[src/hw/rtl/pof_pkg.sv]
package pof_pkg;

   localparam int PATTERN_MAX   = 16;
   localparam int POSITION_BITS = 16;
   localparam int LEN_BITS      = $clog2(PATTERN_MAX + 1);
   localparam int IDX_BITS      = (PATTERN_MAX > 1) ? $clog2(PATTERN_MAX) : 1;
   localparam int FIELD_BITS    = 16;
   localparam int FIFO_DEPTH    = 4;
   localparam int CSR_DATA_BITS = 64;
   localparam int CSR_ADDR_BITS = 5;

   typedef enum logic [1:0] {
      REG_PATTERN_LENGTH = 2'd0,
      REG_PATTERN_LOW    = 2'd1,
      REG_PATTERN_HIGH   = 2'd2
   } reg_index_type;

   localparam logic KIND_MATCH   = 1'b0;
   localparam logic KIND_SUMMARY = 1'b1;

   typedef struct packed {
      logic [7:0] pattern_byte;
      logic       in_use;
      logic       counted;
   } cell_cfg_type;

   typedef struct packed {
      logic match;
      logic new_char;
   } cell_status_type;

   typedef struct packed {
      logic                  kind;
      logic [FIELD_BITS-1:0] start_position;
      logic [FIELD_BITS-1:0] end_position;
      logic [FIELD_BITS-1:0] occurrence_count;
      logic                  final_result;
   } rsp_item_type;

   function automatic logic is_continuation(input logic [7:0] b);
      return b[7:6] == 2'b10;
   endfunction

endpackage

[src/hw/rtl/pof_cell.sv]
module pof_cell
   import pof_pkg::*;
(
   input  logic            clock,
   input  logic            shift_en,
   input  logic [7:0]      byte_in,
   input  cell_cfg_type    cfg,
   output logic [7:0]      byte_out,
   output cell_status_type status
);

   logic [7:0] byte_ff;
   logic [7:0] byte_in_next;

   // status looks at the byte about to be latched, i.e. the window after the shift
   assign byte_in_next    = byte_in;
   assign status.match    = !cfg.in_use || (byte_in_next == cfg.pattern_byte);
   assign status.new_char = cfg.counted && !is_continuation(byte_in_next);
   assign byte_out        = byte_ff;

   always_ff @(posedge clock) begin
      if (shift_en) begin
         byte_ff <= byte_in_next;
      end
   end

endmodule

[src/hw/rtl/pof_result_fifo.sv]
module pof_result_fifo
   import pof_pkg::*;
(
   input  logic         clock,
   input  logic         reset,
   input  logic [1:0]   push_count,
   input  rsp_item_type push_a,
   input  rsp_item_type push_b,
   output logic         room_for_two,
   output logic         out_valid,
   input  logic         out_ready,
   output rsp_item_type out_item
);

   localparam int PTR_BITS = $clog2(FIFO_DEPTH);
   localparam int CNT_BITS = $clog2(FIFO_DEPTH + 1);

   rsp_item_type        mem [FIFO_DEPTH];
   logic [PTR_BITS-1:0] wr_ptr_ff, wr_ptr_in;
   logic [PTR_BITS-1:0] rd_ptr_ff, rd_ptr_in;
   logic [CNT_BITS-1:0] count_ff, count_in;
   logic [PTR_BITS-1:0] wr_ptr_plus1;
   logic                pop;

   assign out_valid    = count_ff != '0;
   assign out_item     = mem[rd_ptr_ff];
   assign room_for_two = count_ff <= CNT_BITS'(FIFO_DEPTH - 2);
   assign pop          = out_valid && out_ready;
   assign wr_ptr_plus1 = wr_ptr_ff + PTR_BITS'(1);

   always_comb begin
      wr_ptr_in = wr_ptr_ff + PTR_BITS'(push_count);
      rd_ptr_in = pop ? rd_ptr_ff + PTR_BITS'(1) : rd_ptr_ff;
      count_in  = count_ff + CNT_BITS'(push_count) - CNT_BITS'(pop);
   end

   always_ff @(posedge clock) begin
      if (reset) begin
         wr_ptr_ff <= '0;
         rd_ptr_ff <= '0;
         count_ff  <= '0;
      end else begin
         wr_ptr_ff <= wr_ptr_in;
         rd_ptr_ff <= rd_ptr_in;
         count_ff  <= count_in;
      end
   end

   always_ff @(posedge clock) begin
      if (push_count != 2'd0) begin
         mem[wr_ptr_ff] <= push_a;
      end
      if (push_count == 2'd2) begin
         mem[wr_ptr_plus1] <= push_b;
      end
   end

endmodule

[src/hw/rtl/pattern_occurrence_finder.sv]
// A match or summary result is written into the output FIFO as its text byte is accepted.
// Throughput: one text byte per cycle while req_tready is high; the 16-cell shift window compares in parallel,
// and a byte that yields both a match and a summary queues two results in the output FIFO.
// req_tready drops only while the 4-entry output FIFO lacks room for two results.
// Synchronous reset clears counters, FIFO and registers (pattern_length = 1, pattern = 0).
module pattern_occurrence_finder
   import pof_pkg::*;
(
   input  logic                     clock,
   input  logic                     reset,
   input  logic                     req_tvalid,
   output logic                     req_tready,
   input  logic [7:0]               req_tdata,   // text_byte[7:0]
   input  logic                     req_tlast,   // end_of_text
   output logic                     rsp_tvalid,
   input  logic                     rsp_tready,
   output logic [47:0]              rsp_tdata,   // start_position, end_position, occurrence_count
   output logic                     rsp_tuser,   // result_kind
   output logic                     rsp_tlast,   // final_result
   input  logic                     csr_psel,
   input  logic                     csr_penable,
   input  logic                     csr_pwrite,
   input  logic [CSR_ADDR_BITS-1:0] csr_paddr,
   input  logic [CSR_DATA_BITS-1:0] csr_pwdata,
   output logic [CSR_DATA_BITS-1:0] csr_prdata,
   output logic                     csr_pready
);

   localparam logic [POSITION_BITS-1:0] POS_MAX   = '1;
   localparam logic [FIELD_BITS-1:0]    COUNT_MAX = '1;

   // configuration registers
   logic [LEN_BITS-1:0]      pattern_length_ff;
   logic [63:0]              pattern_low_ff;
   logic [63:0]              pattern_high_ff;
   logic [1:0]               csr_index;
   logic                     csr_write;

   assign csr_pready = 1'b1;
   assign csr_index  = csr_paddr[4:3];
   assign csr_write  = csr_psel && csr_penable && csr_pwrite && csr_pready;

   always_ff @(posedge clock) begin
      if (reset) begin
         pattern_length_ff <= LEN_BITS'(1);
         pattern_low_ff    <= '0;
         pattern_high_ff   <= '0;
      end else if (csr_write) begin
         unique case (csr_index)
            REG_PATTERN_LENGTH: pattern_length_ff <= csr_pwdata[LEN_BITS-1:0];
            REG_PATTERN_LOW:    pattern_low_ff    <= csr_pwdata;
            REG_PATTERN_HIGH:   pattern_high_ff   <= csr_pwdata;
            default: ;
         endcase
      end
   end

   always_comb begin
      unique case (csr_index)
         REG_PATTERN_LENGTH: csr_prdata = CSR_DATA_BITS'(pattern_length_ff);
         REG_PATTERN_LOW:    csr_prdata = pattern_low_ff;
         REG_PATTERN_HIGH:   csr_prdata = pattern_high_ff;
         default:            csr_prdata = '0;
      endcase
   end

   // effective length, clamped to 1..PATTERN_MAX
   logic [LEN_BITS-1:0] len_eff;
   logic [127:0]        pattern_all;

   assign pattern_all = {pattern_high_ff, pattern_low_ff};

   always_comb begin
      if (pattern_length_ff == '0) begin
         len_eff = LEN_BITS'(1);
      end else if (pattern_length_ff > LEN_BITS'(PATTERN_MAX)) begin
         len_eff = LEN_BITS'(PATTERN_MAX);
      end else begin
         len_eff = pattern_length_ff;
      end
   end

   // cell k holds the byte k places back; it lines up with pattern byte len-1-k
   cell_cfg_type        cell_cfg    [PATTERN_MAX];
   cell_status_type     cell_status [PATTERN_MAX];
   logic [7:0]          cell_byte   [PATTERN_MAX];
   logic [PATTERN_MAX-1:0] match_vec;
   logic [PATTERN_MAX-1:0] char_vec;
   logic                accept;

   assign accept = req_tvalid && req_tready;

   always_comb begin
      for (int k = 0; k < PATTERN_MAX; k++) begin
         logic [LEN_BITS-1:0] pidx;
         pidx = len_eff - LEN_BITS'(k) - LEN_BITS'(1);
         cell_cfg[k].pattern_byte = pattern_all[8*pidx[IDX_BITS-1:0] +: 8];
         cell_cfg[k].in_use       = LEN_BITS'(k) < len_eff;
         cell_cfg[k].counted      = LEN_BITS'(k + 1) < len_eff;
         match_vec[k]             = cell_status[k].match;
         char_vec[k]              = cell_status[k].new_char;
      end
   end

   for (genvar k = 0; k < PATTERN_MAX; k++) begin : g_cell
      logic [7:0] byte_feed;
      if (k == 0) begin : g_head
         assign byte_feed = req_tdata;
      end else begin : g_link
         assign byte_feed = cell_byte[k-1];
      end
      pof_cell u_cell (
         .clock    (clock),
         .shift_en (accept),
         .byte_in  (byte_feed),
         .cfg      (cell_cfg[k]),
         .byte_out (cell_byte[k]),
         .status   (cell_status[k])
      );
   end

   // counters
   logic [LEN_BITS-1:0]      fill_ff, fill_in, fill_next;
   logic [POSITION_BITS-1:0] pos_ff, pos_in, pos_next;
   logic [FIELD_BITS-1:0]    total_ff, total_in, total_inc;
   logic [POSITION_BITS-1:0] later_chars;
   logic [POSITION_BITS-1:0] start_pos;
   logic                     hit;
   logic [1:0]               push_count;
   rsp_item_type             match_item, summary_item, push_a, push_b;
   logic                     room_for_two;
   rsp_item_type             out_item;

   always_comb begin
      fill_next   = (fill_ff < LEN_BITS'(PATTERN_MAX)) ? fill_ff + LEN_BITS'(1) : fill_ff;
      pos_next    = (!is_continuation(req_tdata) && pos_ff < POS_MAX)
                    ? pos_ff + POSITION_BITS'(1) : pos_ff;
      total_inc   = (total_ff < COUNT_MAX) ? total_ff + FIELD_BITS'(1) : total_ff;
      later_chars = POSITION_BITS'($countones(char_vec));
      start_pos   = (pos_next >= later_chars) ? pos_next - later_chars : '0;
      hit         = (fill_next >= len_eff) && (&match_vec);

      match_item.kind             = KIND_MATCH;
      match_item.start_position   = FIELD_BITS'(start_pos);
      match_item.end_position     = FIELD_BITS'(pos_next);
      match_item.occurrence_count = total_inc;
      match_item.final_result     = !req_tlast;

      summary_item.kind             = KIND_SUMMARY;
      summary_item.start_position   = '0;
      summary_item.end_position     = '0;
      summary_item.occurrence_count = hit ? total_inc : total_ff;
      summary_item.final_result     = 1'b1;

      push_a     = hit ? match_item : summary_item;
      push_b     = summary_item;
      push_count = '0;
      if (accept) begin
         push_count = 2'(hit) + 2'(req_tlast);
      end

      fill_in  = fill_ff;
      pos_in   = pos_ff;
      total_in = total_ff;
      if (accept) begin
         priority if (req_tlast) begin
            fill_in  = '0;
            pos_in   = '0;
            total_in = '0;
         end else if (hit) begin
            fill_in  = '0;
            pos_in   = pos_next;
            total_in = total_inc;
         end else begin
            fill_in  = fill_next;
            pos_in   = pos_next;
         end
      end
   end

   always_ff @(posedge clock) begin
      if (reset) begin
         fill_ff  <= '0;
         pos_ff   <= '0;
         total_ff <= '0;
      end else begin
         fill_ff  <= fill_in;
         pos_ff   <= pos_in;
         total_ff <= total_in;
      end
   end

   pof_result_fifo u_fifo (
      .clock        (clock),
      .reset        (reset),
      .push_count   (push_count),
      .push_a       (push_a),
      .push_b       (push_b),
      .room_for_two (room_for_two),
      .out_valid    (rsp_tvalid),
      .out_ready    (rsp_tready),
      .out_item     (out_item)
   );

   assign req_tready = room_for_two;
   assign rsp_tdata  = {out_item.occurrence_count, out_item.end_position,
                        out_item.start_position};
   assign rsp_tuser  = out_item.kind;
   assign rsp_tlast  = out_item.final_result;

endmodule

[config.mk]
export PLATFORM = sky130hd
export DESIGN_NAME = pattern_occurrence_finder
export DESIGN_NICKNAME = d
export VERILOG_FILES = /design/src/hw/rtl/pof_pkg.sv /design/src/hw/rtl/pof_cell.sv /design/src/hw/rtl/pof_result_fifo.sv /design/src/hw/rtl/pattern_occurrence_finder.sv
export SDC_FILE = /design/constraint.sdc
export NUM_CORES = 1
export LEC_CHECK = 0
export BUFFER_PORTS_ARGS = -buffer_cell sky130_fd_sc_hd__buf_2
export CORE_ASPECT_RATIO = 1.25
export CORE_MARGIN = 2
export CORE_UTILIZATION = 35
export DETAILED_ROUTE_END_ITERATION = 8
export PLACE_DENSITY_LB_ADDON = 0.08
export SKIP_CTS_REPAIR_TIMING = 1
export SLEW_MARGIN = 30
export SYNTH_ARGS = -nofsm -noshare
export SYNTH_HDL_FRONTEND = slang
export SYNTH_SLANG_ARGS = --single-unit
[constraint.sdc]
create_clock -name clock -period 7.7 [get_ports clock]
set_input_delay 0 -clock clock [delete_from_list [all_inputs] [get_ports clock]]
set_output_delay 0 -clock clock [all_outputs]
set_load 0.05 [all_outputs]
; Word level (Yosys, flattened, before mapping)
; Memories as Yosys holds them, arrays and structs flattened. A register that Yosys moved wholly into a read port is not among the register bits.
; Cells that the tools add are included.
[classes]
add_sub_neg = 55
n_lt_le_gt_ge = 24
n_eq_ne = 35
shifts = 16
n_mux = 20
reduce_logical = 79
[ops]
columns = cell, n
row1 = $shiftx A128 B8 Y8, 16
row2 = $pmux W64 S3, 1
row3 = $eq A8 B8 Y1, 16
row4 = $mux W16, 6
row5 = $sub A4 B1 Y4 const B, 16
row6 = $mux W50, 1
row7 = $lt A4 B5 Y1 const A, 8
row8 = $eq A2 B2 Y1 const B, 18
row9 = $logic_not A1 Y1, 33
row10 = $add A16 B1 Y16 const B, 2
row11 = $lt A16 B16 Y1 const B, 2
row12 = $sub A4 B4 Y4 const B, 8
row13 = $mux W5, 5
row14 = $logic_and A1 B1 Y1, 22
row15 = $lt A3 B5 Y1 const A, 4
row16 = $add A1 B1 Y2, 9
row17 = $ge A16 B5 Y1, 1
row18 = $logic_or A1 B1 Y1, 16
row19 = $reduce_and A16 Y1, 1
row20 = $sub A16 B5 Y16, 1
row21 = $sub A4 B3 Y4 const B, 4
row22 = $add A2 B2 Y3, 4
row23 = $lt A1 B5 Y1 const A, 2
row24 = $lt A2 B5 Y1 const A, 2
row25 = other kinds (21), 31
[word_totals]
register_bits = 297
ram_bits = 200
in_bits = 85
output_inout_bits = 117
word_cells = 254
n_memories = 1
[memory_table]
columns = name, words, word_bits, rd, rd_clocked_by_memory_dff, wr, line
row1 = u_fifo.mem, 4, 50, 1, 1, 2, pof_result_fifo.sv:18  ; rsp_item_type mem [FIFO_DEPTH];

; Depth between registers and ports, before layout
; Gate-level depths: netlist of run 1.
[logic_depth]
ltp_word = 15
ltp_mapped = 32
depth_no_buf = 27

; Modules after synthesis
; From an unflattened synthesis of run 1, not the netlist that was laid out.
[hier_totals]
hier_cells = 2912
hier_area_um2 = 31082.3
[by_module_without_submodules]
columns = mod, n_inst, cells_each, area_per_inst_um2, seq_area_each_um2
row1 = pattern_occurrence_finder, 1, 2041, 15347.2, 3403.3
row2 = pof_result_fifo, 1, 535, 10309.9, 6185.9
row3 = pof_cell, 16, 21, 339.1, 240.2

; Worst setup path before layout of run 1
; No wires, ideal clock.
[synth_timing]
kind = register to register
from = register pattern_length_ff[4]
to = memory u_fifo.mem[1][48] (netlist bit)
setup_time_ns = 0.117
arrival_ns = 8.129
required_ns = 7.583
slack_ns = -0.546
path_stages_with_launch = 30
path_buffers = 5
synth_period_minus_slack_ns = 8.246
path_cell_list = dfxtp_1 -> buf_2 -> nand2b_1 -> buf_2 -> clkbuf_1 -> clkbuf_1 -> ha_1 -> clkbuf_1 -> nor2b_1 -> nor2_1 -> a21oi_1 -> fa_1 -> inv_1 -> fa_1 -> fa_1 -> fa_1 -> inv_1 -> ha_1 -> fa_1 -> inv_1 -> fa_1 -> a21o_1 -> a21oi_1 -> nor2b_1 -> or3_1 -> nor4_1 -> nand2_1 -> a2111oi_0 -> nor2_1 -> a32o_1
[synth_rtl]
columns = element, line
row1 = "start, declared", pattern_occurrence_finder.sv:33  ; logic [LEN_BITS-1:0] pattern_length_ff;
row2 = "start signal, assigned", pattern_occurrence_finder.sv:50  ; REG_PATTERN_LENGTH: pattern_length_ff <= csr_pwdata[LEN_BITS-1:0];
row3 = "end, declared", pof_result_fifo.sv:18

==> results.yml, run 1 <==
timing:
  finalHoldViolCount: 0
  worst_slew_pin_slew_ps: 1090
  skew_ps: 26.1
  clock.fmax_mhz: 137
  setup_violations: 0
  rsz0062_at_grt: "true"
  slew_violations: 0
  finalCritPeriodShare_pct: 94.8
  hold_ws_ps: 152
  relSlewSlack_pct: 27.3
  period_minus_slack_ps: 7300
yosys:
  ys_warn_count: 0
  synthAdderAreaFrac_pct: 2.08
  syn_nets: 3368
  synth-xor-area-share_pct: 4.01
  synth_compound_area_share_pct: 20.5
  synth_top_area_share_pct: 20.5
  ys_top_cells_by_area: "dfxtp_1 (20%), edfxtp_1 (18%), mux4_2 (10%)"
  synth-edff-count: 184
  yosysUniqueCellTypes: 89
  yosys.area_share.simple_pct: 16.3
  synth.mux.area_fraction_pct: 14.4
  ys.flop_type: "dfxtp_1"
  synth_cells: 3239
  avgSynthCellArea_um2: 9.50
  synth-async-reset-ratio_pct: 0
  ys_seq_elements: 499
  synth.cell_area_um2: 30800
  synth_top_family_by_area: "compound AO/OA/AOI/OAI gates"
  ys_seq_area_share_pct: 38.4
  synth_top_area_cell: "dfxtp_1"
cts:
  path_clk_slew_ps: 60
  cts_root_buf: "clkbuf_16"
  clk_latency_ps: 650
  tritoncts: "done"
  h-tree-depth: 2
  cts.sinks: 499
  cts_buffer_depth: 3
  cts_buffers: 56
cells_and_area:
  drive_gt1_share_pct: 19.6
  nFillCells: 8517
  nNetsFinal: 3551
  areaGrowthSynthToFinish_pct: 17.1
detailed_routing:
  drcViolationCount: 0
  drtPass1Iterations: 6
  wl_per_cell_um: 29.3
  via_count: 28100
  initialDrtViolationCount: 2922
  via_per_inst: 6.05
  postRouteAntennaNets: 0
  drt_wl_total_um: 136000
run_status:
  outcome: "complete, no violations"
critical_path:
  cp_data_arrival_time_ps: 7820
  cp.required_ps: 8210
  critPathLaunchType: "flop"
  critPathKind: "flop to flop"
  endpoint_kind: "flop"
  crit_fanout: 11
place:
  hpwl_um: 102000
  gp_congestion: 0.966
  port-buffer-count: 197
die:
  rows: 121
  start_util_pct: 35.4
  die_h_um: 336
  die_area_um2: 90300
  die_w_um: 269
  core_um2: 87100
  io_pins: 202
grt:
  grt_pass1_vias: 27300
  grt_max_degree: 96
  track_usage_pct: 29.4
  overflow: 0
  grt_pass1_wl_um: 196000
  grt_antenna_before_repair: 4
min_path:
  worst_hold_path_type: "input port to flop"
power:
  p_total_mw: 7.37
  power_density_nw_per_um2: 205
  ir_drop_uv: 153
  power.leakage_nw: 12.7
flow_run:
  maxCapViolations: 0
## critical path, cell delays in order, from the launching register on
cell and delay (ps):
dfxtp_1 350, nand2b_1 210, clkinv_1 230, ha_1 330
a21oi_1 230, a21o_1 130, fa_1 440, fa_1 530
fa_1 520, fa_1 540, inv_1 40, ha_1 210
fa_1 490, inv_1 70, fa_1 430, a21o_1 200
a21oi_1 210, nor2b_1 70, or3_1 390, nor4_2 250
nand2_1 150, a2111oi_2 380, buf_4 210, or3_1 430
o21ai_0 130
## synthesized netlist by cell type (61+ instances only)
library cell and n:
nor2_1 137, mux2i_1 95, xnor2_1 92, o21ai_0 119
o2111ai_1 73, or2_2 61, a22oi_1 67, nand2b_1 71
edfxtp_1 184, dfxtp_1 315, a21oi_1 222, a22o_1 124
mux4_2 139, clkbuf_1 193, nand2_1 501
## sequential cells by signal, indices dropped and copies added, names as in the netlist, named ones only
register / cells
fill_ff: 5
g_cell.u_cell.byte_out: 120
pattern_high_ff: 64
pattern_length_ff: 5
pattern_low_ff: 64
pos_ff: 16
total_ff: 16
u_fifo.count_ff: 3
u_fifo.mem: 200
u_fifo.rd_ptr_ff: 2
u_fifo.wr_ptr_ff: 2
## kinds of logic after synthesis
| group | Yosys count |
|---|---|
| adders and majority gates | 44 |
| muxes | 265 |
| buffers and inverters | 324 |
| other | 1 |
| xor gates and xnor gates | 141 |
| and+or+nand+nor | 1051 |
| DFF | 499 |
| AOI/OAI and AO/OA | 914 |
## final timing paths
path	depth (start not counted)	end	start	slack, ps
setup reg to reg	24	u_fifo.mem[1][33]	pattern_length_ff[4]	400
hold reg to reg	2	u_fifo.mem[1][37]	u_fifo.mem[1][37]	450
hold / removal	4	pattern_high_ff[58]	csr_pwdata[58]	150
setup / recovery	24	u_fifo.mem[1][33]	pattern_length_ff[4]	400
## cell usage in the layout (no fill, tap or decap), drive strengths merged, types with 28 or more instances in the layout
master,count
mux4,139
or3,29
inv,60
nor4,28
o221ai,36
ha,32
nand2,507
dfxtp,315
clkbuf,80
or2,61
a211oi,54
o2111ai,73
xor2,49
o22ai,39
a22o,124
buf,313
edfxtp,184
a22oi,67
nor3,35
nand3,29
and3,49
a21oi,222
xnor2,92
mux2i,95
o21ai,160
mux2,31
nand2b,71
nor2,140
dlygate4sd3,76
## power by group
part           total, mW  switching, mW  internal (mW)
Clock               2.87           1.16           1.70
Combinational       1.22          0.777          0.439
Sequential          3.29          0.294           2.99
Total               7.37           2.24           5.13
## layout make-up
type                    count  area (um^2)  share of cell area [%]
inverters                  60          228                   0.632
repair buffers            389         2770                    7.70
clock inverters            26          368                    1.02
diodes                      2         5.00                  0.0139
flip-flops and latches    499        11800                    32.9
clock buffers              80         1580                    4.39
well taps                1168         1460                    4.06
multi-input cells        2416        17800                    49.3
## per-layer routing
layer | routed length, um | vias up | GRT usage, %
li1 | - | 12600 | -
met1 | 51600 | 13900 | 34.1
met2 | 65100 | 1218 | 49.8
met3 | 8230 | 299 | 4.50
met4 | 11100 | 4 | 20.6
met5 | 27 | - | 0
## through the flow
| stage | worst slack, ps | area, um^2 | setup TNS, ps | util [%] | cells |
|---|---|---|---|---|---|
| after floorplan | 61.2 | 30800 | 0 | - | 3239 |
| after global placement | 430 | 33300 | 0 | 38.2 | 4455 |
| after detailed placement | 315 | 33300 | 0 | 38.3 | 4456 |
| after CTS | 293 | 35300 | 0 | 40.5 | 4562 |
| after global routing | -115 | 36000 | -1650 | 41.4 | 4639 |
| final | 397 | 36000 | 0 | 41.4 | 4640 |
Note: power is estimated with default switching activity, not from simulation.
==> run 2, diff against run 1 <==
--- a/config.mk
+++ b/config.mk
@@ -5,9 +5,9 @@
 export SDC_FILE = /design/constraint.sdc
 export NUM_CORES = 1
 export LEC_CHECK = 0
+export ABC_AREA = 1
 export BUFFER_PORTS_ARGS = -buffer_cell sky130_fd_sc_hd__buf_2
 export CORE_ASPECT_RATIO = 1.25
-export CORE_MARGIN = 2
 export CORE_UTILIZATION = 35
 export DETAILED_ROUTE_END_ITERATION = 8
 export PLACE_DENSITY_LB_ADDON = 0.08
==> constraint.sdc (replaced) <==
create_clock -name clock -period 7.2 [get_ports clock]
set_input_delay 0 -clock clock [delete_from_list [all_inputs] [get_ports clock]]
set_output_delay 0 -clock clock [all_outputs]
set_load 0.05 [all_outputs]
==> run 2 against run 1 <==
Net effect: the flow now finishes with violations (negative hold slack); global-route usage rose by 4.3 points; largest cell class unchanged; power up 21%; cell count rose by 26%; non-clock buffer count is 45 lower; synthesized cell count rose by 39%; worst setup slack improved by 120 ps; die area fell by 2.9%; critical path depth increased by 4; combinational power rose by 110%; critical path type unchanged.
==> results.yml, run 2 <==
run_status:
  outcome: "complete, but fails checks"
  violations: "negative hold slack"
place:
  dpl_cell_area_um2: 32200
  place_ws_ps: 434
  port-buffer-count: 197
  hpwl_um: 108000
  gp_congestion: 1.04
yosys:
  synth_cells: 4498
  avgSynthCellArea_um2: 6.73
  synth_top_area_share_pct: 20.8
  synth-xor-area-share_pct: 1.17
  syn_nets: 4627
  netlist_top_cells_count: "nand2_1 (1,260), nand3_1 (978), inv_1 (343)"
  ys_seq_area_share_pct: 39.1
  yosys.cell_count.top_type: "nand2_1"
  synth_top_area_cell: "dfxtp_1"
  synth-async-reset-ratio_pct: 0
  synth.cell_area_um2: 30300
  ys_warn_count: 0
  yosys.area_share.simple_pct: 37.6
  synth.mux.area_fraction_pct: 0
  ys.flop_type: "dfxtp_1"
  synth_top_family_by_area: "simple AND/OR/NAND/NOR gates"
  ys_top_cells_by_area: "dfxtp_1 (21%), edfxtp_1 (18%), nand3_1 (16%)"
  synth-edff-count: 184
  ys_seq_elements: 499
  yosysUniqueCellTypes: 44
  synthAdderAreaFrac_pct: 2.12
  synth_compound_area_share_pct: 12.1
power:
  p_int_mw: 5.55
  power_density_nw_per_um2: 256
  ir_drop_uv: 221
  power.leakage_nw: 15.0
  p_seq_share_pct: 38.5
  power_frac_clock_pct: 33.3
  switching_share_pct: 37.8
  pwr-share-comb_pct: 28.2
  switching_power_mw: 3.38
timing:
  finalCritPeriodShare_pct: 92.8
  period_minus_slack_ps: 6680
  setup_violations: 0
  relSlewSlack_pct: 33.8
  clock.fmax_mhz: 150
  worst_slew_pin_slew_ps: 993
  hold_ws_ps: -10.6
  rsz0062_at_grt: "false"
  final.setup.tns_ps: 0
  finalHoldViolCount: 2
  slew_violations: 0
  skew_ps: 29.4
  layout_setup_ws_ps: 521
cells_and_area:
  largest_register_ffs: 200
  nNetsFinal: 4774
  areaGrowthSynthToFinish_pct: 15.3
  layout_commonest_cell: "nand2_1"
  drive_gt1_share_pct: 8.70
  largest-register: "u_fifo.mem"
  final_cell_mix: "nand2_1 (1,257), nand3_1 (978), inv_1 (336)"
  postLayoutCoreUtil_pct: 40.7
  fin_area_um2: 34900
grt:
  overflow: 0
  track_usage_pct: 33.7
  grt_antenna_before_repair: 3
  grt_pass1_vias: 30400
  grt_max_degree: 143
  grt_pass1_wl_um: 212000
cts:
  path_clk_slew_ps: 70
  cts_buffer_depth: 3
  cts_root_buf: "clkbuf_16"
  cts.sinks: 499
  h-tree-depth: 2
  tritoncts: "done"
  clk_latency_ps: 660
  cts_buffers: 55
critical_path:
  cp_data_arrival_time_ps: 7190
  critPathLaunchType: "flop"
  critical-path-slowest-cell: "fa_1"
  cp_top_family: "adder cells"
  timing.critical_path.mode_cell: "fa_1"
  crit_fanout: 14
  max_stage_delay_ps: 540
  rr_worst_depth: 28
  crit_buf_inv: 6
  critPathKind: "flop to flop"
  cp.depth: 28
  cp.required_ps: 7710
  endpoint_kind: "flop"
die:
  io_pins: 202
  die_w_um: 265
  die_h_um: 331
  die_area_um2: 87700
  rows: 120
  core_um2: 85700
  start_util_pct: 35.3
detailed_routing:
  postRouteAntennaNets: 0
  via_per_inst: 5.58
  wl_per_cell_um: 25.7
  initialDrtViolationCount: 3065
  drcViolationCount: 0
  drtPass1Iterations: 5
  drt_wl_total_um: 150000
  via_count: 32600
flow_run:
  maxCapViolations: 0
min_path:
  min_path_cells: 5
  worst_hold_path_type: "input port to flop"
run 2: through the flow:
stage,instances,total power [mW]
floorplan,4498,5.04
global placement,5664,5.93
finish,5851,8.93
detailed placement,5664,5.94
global route,5850,9.29
CTS,5767,8.91
run 2: final cells by class:
type | count | area (um^2)
flip-flops and latches | 499 | 11800
diodes | 1 | 2.50
fillers | 9274 | 50800
multi-input cells | 3381 | 16100
clock inverters | 23 | 268
clock buffers | 80 | 1570
well taps | 1159 | 1450
repair buffers | 344 | 2330
inverters | 364 | 1380
run 2: tightest hold or removal path, cell delays in order:
cell     delay (ps)
buf_2            70
nand2_1          40
buf_4           290
nand2_1         120
a21oi_1          50
run 2: path summary, 6_finish.rpt:
| check | to | slack [ps] | from |
|---|---|---|---|
| max | u_fifo.mem[3][38] | 520 | pattern_length_ff[2] |
| min | fill_ff[2] | -10 | req_tvalid |
| max reg2reg | u_fifo.mem[3][38] | 520 | pattern_length_ff[2] |
| min reg2reg | u_fifo.mem[1][17] | 450 | u_fifo.mem[1][17] |
run 2: per-layer routing:
layer  share of wire, %  wire length, um  track usage [%]
met2                 47            71300             57.5
met4                 10            15000             28.6
met1                 37            55100             36.6
met3                5.9             8900             5.77
met5              0.013               20                0
run 2: kinds of logic after synthesis:
family / after synthesis
other: 1
xor gates and xnor gates: 38
buffers and inverters: 618
AOI/OAI and AO/OA: 694
and+or+nand+nor: 2604
DFF: 499
adders and majority gates: 44
run 2: power groups by stage:
stage / clock network [mW] / registers (mW) / logic (mW)
after floorplan: 0 / 3.37 / 1.67
after global placement: 0 / 3.50 / 2.44
after detailed placement: 0 / 3.50 / 2.44
after CTS: 3.03 / 3.44 / 2.44
after global routing: 3.12 / 3.46 / 2.71
final: 2.97 / 3.44 / 2.52
